--- src/rtl/core/stp_pkg.sv ---
// shared types, constants and helpers of the short-term plasticity synapse
`default_nettype none

package stp_pkg;

    localparam int SYN_DEPTH   = 65536;
    localparam int SYN_AW      = $clog2(SYN_DEPTH);
    localparam int NEUR_W      = 12;
    localparam int Q_W         = 16;
    localparam int INC_W       = 24;
    localparam int EXC_CNT_W   = 13;
    localparam int CFG_IDX_W   = 3;
    localparam int CFG_DATA_W  = 16;
    localparam int QUEUE_DEPTH = 4;
    localparam int QUEUE_AW    = $clog2(QUEUE_DEPTH);
    localparam int STATE_W     = 2 * Q_W;

    localparam logic [Q_W-1:0] ONE_Q15 = 16'd32768;

    localparam logic [Q_W-1:0]       RST_DECAY    = 16'd22;
    localparam logic [Q_W-1:0]       RST_RECOVERY = 16'd13;
    localparam logic [Q_W-1:0]       RST_RELEASE  = 16'd39322;
    localparam logic [Q_W-1:0]       RST_GAIN_EXC = 16'd256;
    localparam logic [Q_W-1:0]       RST_GAIN_INH = 16'd256;
    localparam logic [EXC_CNT_W-1:0] RST_EXC_CNT  = 13'd3200;

    typedef enum logic [CFG_IDX_W-1:0] {
        CFG_DECAY     = 3'd0,
        CFG_RECOVERY  = 3'd1,
        CFG_RELEASE   = 3'd2,
        CFG_GAIN_EXC  = 3'd3,
        CFG_GAIN_INH  = 3'd4,
        CFG_EXC_COUNT = 3'd5
    } t_cfg_reg;

    typedef struct packed {
        logic [Q_W-1:0]       decay_factor;
        logic [Q_W-1:0]       recovery_factor;
        logic [Q_W-1:0]       release_step;
        logic [Q_W-1:0]       gain_excitatory;
        logic [Q_W-1:0]       gain_inhibitory;
        logic [EXC_CNT_W-1:0] excitatory_count;
    } t_cfg;

    // classified request as it travels from front to back
    typedef struct packed {
        logic [SYN_AW-1:0] idx;
        logic [NEUR_W-1:0] dest;
        logic              exc;
        logic              spike;
    } t_item;

    typedef struct packed {
        logic [NEUR_W-1:0] dest;
        logic              exc;
        logic [INC_W-1:0]  increment;
    } t_result;

    // distance to one in q1.15, values at or above one give zero
    function automatic logic [Q_W-1:0] headroom(input logic [Q_W-1:0] v);
        logic [Q_W-1:0] h;
        if (v >= ONE_Q15) begin
            h = '0;
        end else begin
            h = ONE_Q15 - v;
        end
        return h;
    endfunction

endpackage

`default_nettype wire

--- src/rtl/core/stp_front.sv ---
// front end: accepts requests, classifies source neuron, queues them for the back end
`default_nettype none

module stp_front
    import stp_pkg::*;
(
    input  wire logic              i_clk,
    input  wire logic              i_rst_n,
    input  wire t_cfg              i_cfg,
    input  wire logic              i_clr_busy,
    input  wire logic              i_valid,
    output logic                   o_ready,
    input  wire logic [SYN_AW-1:0] i_idx,
    input  wire logic [NEUR_W-1:0] i_src,
    input  wire logic [NEUR_W-1:0] i_dst,
    input  wire logic              i_spike,
    output logic                   o_q_valid,
    output t_item                  o_q_item,
    input  wire logic              i_q_pop
);

    t_item                r_queue [QUEUE_DEPTH];
    logic [QUEUE_AW-1:0]  r_wr_ptr, n_wr_ptr;
    logic [QUEUE_AW-1:0]  r_rd_ptr, n_rd_ptr;
    logic [QUEUE_AW:0]    r_count, n_count;
    logic                 push;
    t_item                item;

    assign o_ready = !i_clr_busy && (r_count != (QUEUE_AW+1)'(QUEUE_DEPTH));
    assign push    = i_valid && o_ready;

    always_comb begin
        item.idx   = i_idx;
        item.dest  = i_dst;
        item.exc   = {1'b0, i_src} < i_cfg.excitatory_count;
        item.spike = i_spike;
    end

    always_comb begin
        n_wr_ptr = push ? r_wr_ptr + QUEUE_AW'(1) : r_wr_ptr;
        n_rd_ptr = i_q_pop ? r_rd_ptr + QUEUE_AW'(1) : r_rd_ptr;
        n_count  = r_count + (QUEUE_AW+1)'(push) - (QUEUE_AW+1)'(i_q_pop);
    end

    always_ff @(posedge i_clk) begin
        if (!i_rst_n) begin
            r_wr_ptr <= '0;
            r_rd_ptr <= '0;
            r_count  <= '0;
        end else begin
            r_wr_ptr <= n_wr_ptr;
            r_rd_ptr <= n_rd_ptr;
            r_count  <= n_count;
        end
    end

    always_ff @(posedge i_clk) begin
        if (push) begin
            r_queue[r_wr_ptr] <= item;
        end
    end

    assign o_q_valid = (r_count != '0);
    assign o_q_item  = r_queue[r_rd_ptr];

endmodule

`default_nettype wire

--- config.mk ---
export PLATFORM = sky130hd
export DESIGN_NAME = stp_front
export DESIGN_NICKNAME = d
export VERILOG_FILES = /design/src/rtl/core/stp_pkg.sv /design/src/rtl/core/stp_front.sv
export SDC_FILE = /design/constraint.sdc
export NUM_CORES = 1
export LEC_CHECK = 0
export BUFFER_PORTS_ARGS = -buffer_cell sky130_fd_sc_hd__buf_2
export CAP_MARGIN = 20
export CORE_AREA = 2 2 110 165
export CTS_CLUSTER_SIZE = 24
export DETAILED_ROUTE_END_ITERATION = 12
export DIE_AREA = 0 0 112 167
export GPL_TIMING_DRIVEN = 0
export PLACE_DENSITY = 0.54
export SLEW_MARGIN = 30
export SYNTH_ARGS = -nofsm -noshare
export SYNTH_HDL_FRONTEND = slang
export SYNTH_SLANG_ARGS = --single-unit
--- constraint.sdc ---
create_clock -name i_clk -period 2.3 [get_ports i_clk]
set_input_delay 0.115 -clock i_clk [delete_from_list [all_inputs] [get_ports i_clk]]
set_output_delay 0.115 -clock i_clk [all_outputs]
set_load 0.03 [all_outputs]
==> run metrics <==
status=complete, no violations; Mapped Area=0.005065 mm^2; hold crit path type=input pin to flop; total grt overflow=0; flip-flop and latch area=0.003784 mm^2; Placed Cells=approximately 540; Leak=approximately 2.5 nW; Die Ht=167 um; # nets final=537; pin count of the biggest net entering global routing=31; # fillers=roughly 1,700; Slew HR=0.3811; area of the multi-input gates=around 0.0012 mm^2; # diodes=0; Crit. End Element=flop; CTS H-tree depth=4; Power per Cell Area=959.9 mW/mm^2; Clk pin slew, worst setup/hold paths=0.06 ns; worst slew pin tran=0.9283 ns; Routed Wire Length=just under 10,000 um; CTS root buffer=clkbuf_16; Worst setup SP type=flop; sequential-to-total area share from yosys stat=0.7470; clk_lat worst skew=about 0.41 ns; share of the clock period used by the worst path=0.9307; Starting Density=0.2932; First-pass DRT Iterations=4; layout cells sized above 1=0.4107; maxcap violations=0; core footprint=0.01727 mm^2; synth warn=0; Distinct cells, synth=26; FP Rows=59; vias in the first global route=2,881; Final HPWL DP=6182 um; CTS tree=done; P&R area growth vs syn=32.83%; Mapped Cells=241; commonest cells after routing, fill and taps aside=edfxtp_1, buf_2, mux4_2, dlygate4sd3_1, inv_1; final setup fails=0; cts bufs inserted=17; RePlAce Congestion=0.6244; global-route usage over all layers=0.1082; Max rail drop VDD=0.4578 mV; Final Hold Viols=0; final core occ=0.3895; vias per cell=4.415; top-area cell type share of the netlist area=0.7115; Finished Layout Cells=between 600 and 700; PortBufs=90; deepest clock path buffer count=2; detailed router's first-iteration violation count=64; highest clock rate=467.1 MHz; CTS sink count=around 130; top post-synthesis cells by area=edfxtp_1, mux4_2, ha_1; Tmin final=roughly 2.1 ns; width of the die=112 um; Crit Path Class=flop to flop; RSZ-0062 raised after global routing=false; Syn Nets=398; Remaining DRCs=0; die footprint=0.01870 mm^2; vias=2,671; Post-Syn Area per Cell=roughly 21 um^2; max-slew violation count=0; DR WL/cell=15.90 um; most common cell after layout, fill and taps aside=edfxtp_1; ANT nets after route=0; Synth area leader=edfxtp_1; first-pass GRT wire length=14,950 um; Critical Path RT=approximately 2.6 ns; FF+latch count, synth=roughly 130; initial antenna violation count=0; Worst EP arrival=2.44 ns; CP max FO=4; Worst Skew=0.005508 ns; IO Count=171
==> worst paths after layout <==
kind / from / slack, ns / cells past startpoint / endpoint
hold reg to reg: r_wr_ptr[1] / 0.59 / 2 / r_wr_ptr[1]
setup reg to reg: r_count[2] / 0.16 / 9 / r_count[2]
setup / recovery: r_count[2] / 0.16 / 9 / r_count[2]
hold / removal: i_rst_n / 0.02 / 2 / r_count[0]
==> per-layer routing <==
layer	up-vias	global-route usage	share of wire
li1	1241	-	-
met1	1334	0.1130	0.38
met2	81	0.1960	0.55
met3	15	0.03384	0.054
met4	0	0.05090	0.019
met5	-	0	0
==> cell type report <==
class / count / area share
Multi-Input combinational cell: 86 / 0.1765
Timing Repair Buffer: 120 / 0.1112
Tap cell: 213 / 0.03961
Inverter: 20 / 0.01116
Sequential cell: 129 / 0.5624
Clock buffer: 18 / 0.06379
Clock inverter: 13 / 0.03143
Buffer: 6 / 0.003906
==> power breakdown <==
part           internal, mW  switching, mW  total, mW
logic                 0.355          0.492      0.848
registers              2.69         0.0444       2.73
clock network          1.92          0.958       2.88
==> cell families after synthesis <==
| group | after synthesis | synth area share |
|---|---|---|
| buffers and inverters | 26 | 0.02001 |
| adder cells (fa/ha/maj) | 18 | 0.04595 |
| AO/OA/AOI/OAI | 13 | 0.01877 |
| flip-flops | 129 | 0.7470 |
| AND/OR/NAND/NOR | 19 | 0.02421 |
| multiplexers | 31 | 0.1354 |
| XOR/XNOR | 5 | 0.008646 |
==> worst max-delay path: stages (launching register included) <==
cell,delay (ns)
dfxtp_1,0.37
a211oi_4,0.27
inv_1,0.06
ha_1,0.27
inv_1,0.04
ha_1,0.18
fa_1,0.41
xnor2_2,0.16
xnor2_1,0.12
and2_1,0.15
==> synth_stat cells <==
master	count
ha_1	17
a211oi_4	1
a21oi_1	5
mux2i_1	1
fa_1	1
inv_1	20
o221ai_1	1
edfxtp_1	120
buf_2	3
or3_2	1
nand4b_1	1
mux4_2	30
o21ai_0	1
nand2_1	2
a21o_1	2
xor2_1	1
and2_1	7
nor2_2	1
nand4_1	1
and2_2	4
a211oi_1	2
o22ai_1	1
clkbuf_1	3
xnor2_1	4
dfxtp_1	9
nor2b_1	2
==> repair_timing <==
action	4_1_cts	5_1_grt
pin swaps	1	0
buffers inserted	1	0
hold buffers	29	0
hold endpoints to repair	116	0
endpoints found under the setup margin	1	1
gates cloned	0	0
resized for setup	0	1
==> through the flow <==
step	instance area [um^2]	setup WS, ns	power (mW)	setup TNS, ns	hold slack, ns
6_report	6728	0.1593	6.458	0	0.02054
5_1_grt	6728	0.03612	6.706	0	0.02293
4_1_cts	6720	0.1129	6.541	0	0.0004658
3_5_place_dp	5782	-0.05283	3.599	-0.05283	0.3313
3_3_place_gp	5782	0.02163	3.570	0	0.3264
2_1_floorplan	5065	0.1611	3.327	0	0.2139
==> flip-flops by register name, indices dropped and copies added (netlist names), named ones only <==
register,cells
r_count,3
r_queue,120
r_rd_ptr,2
r_wr_ptr,2
Note: power is estimated with default switching activity, not from simulation.
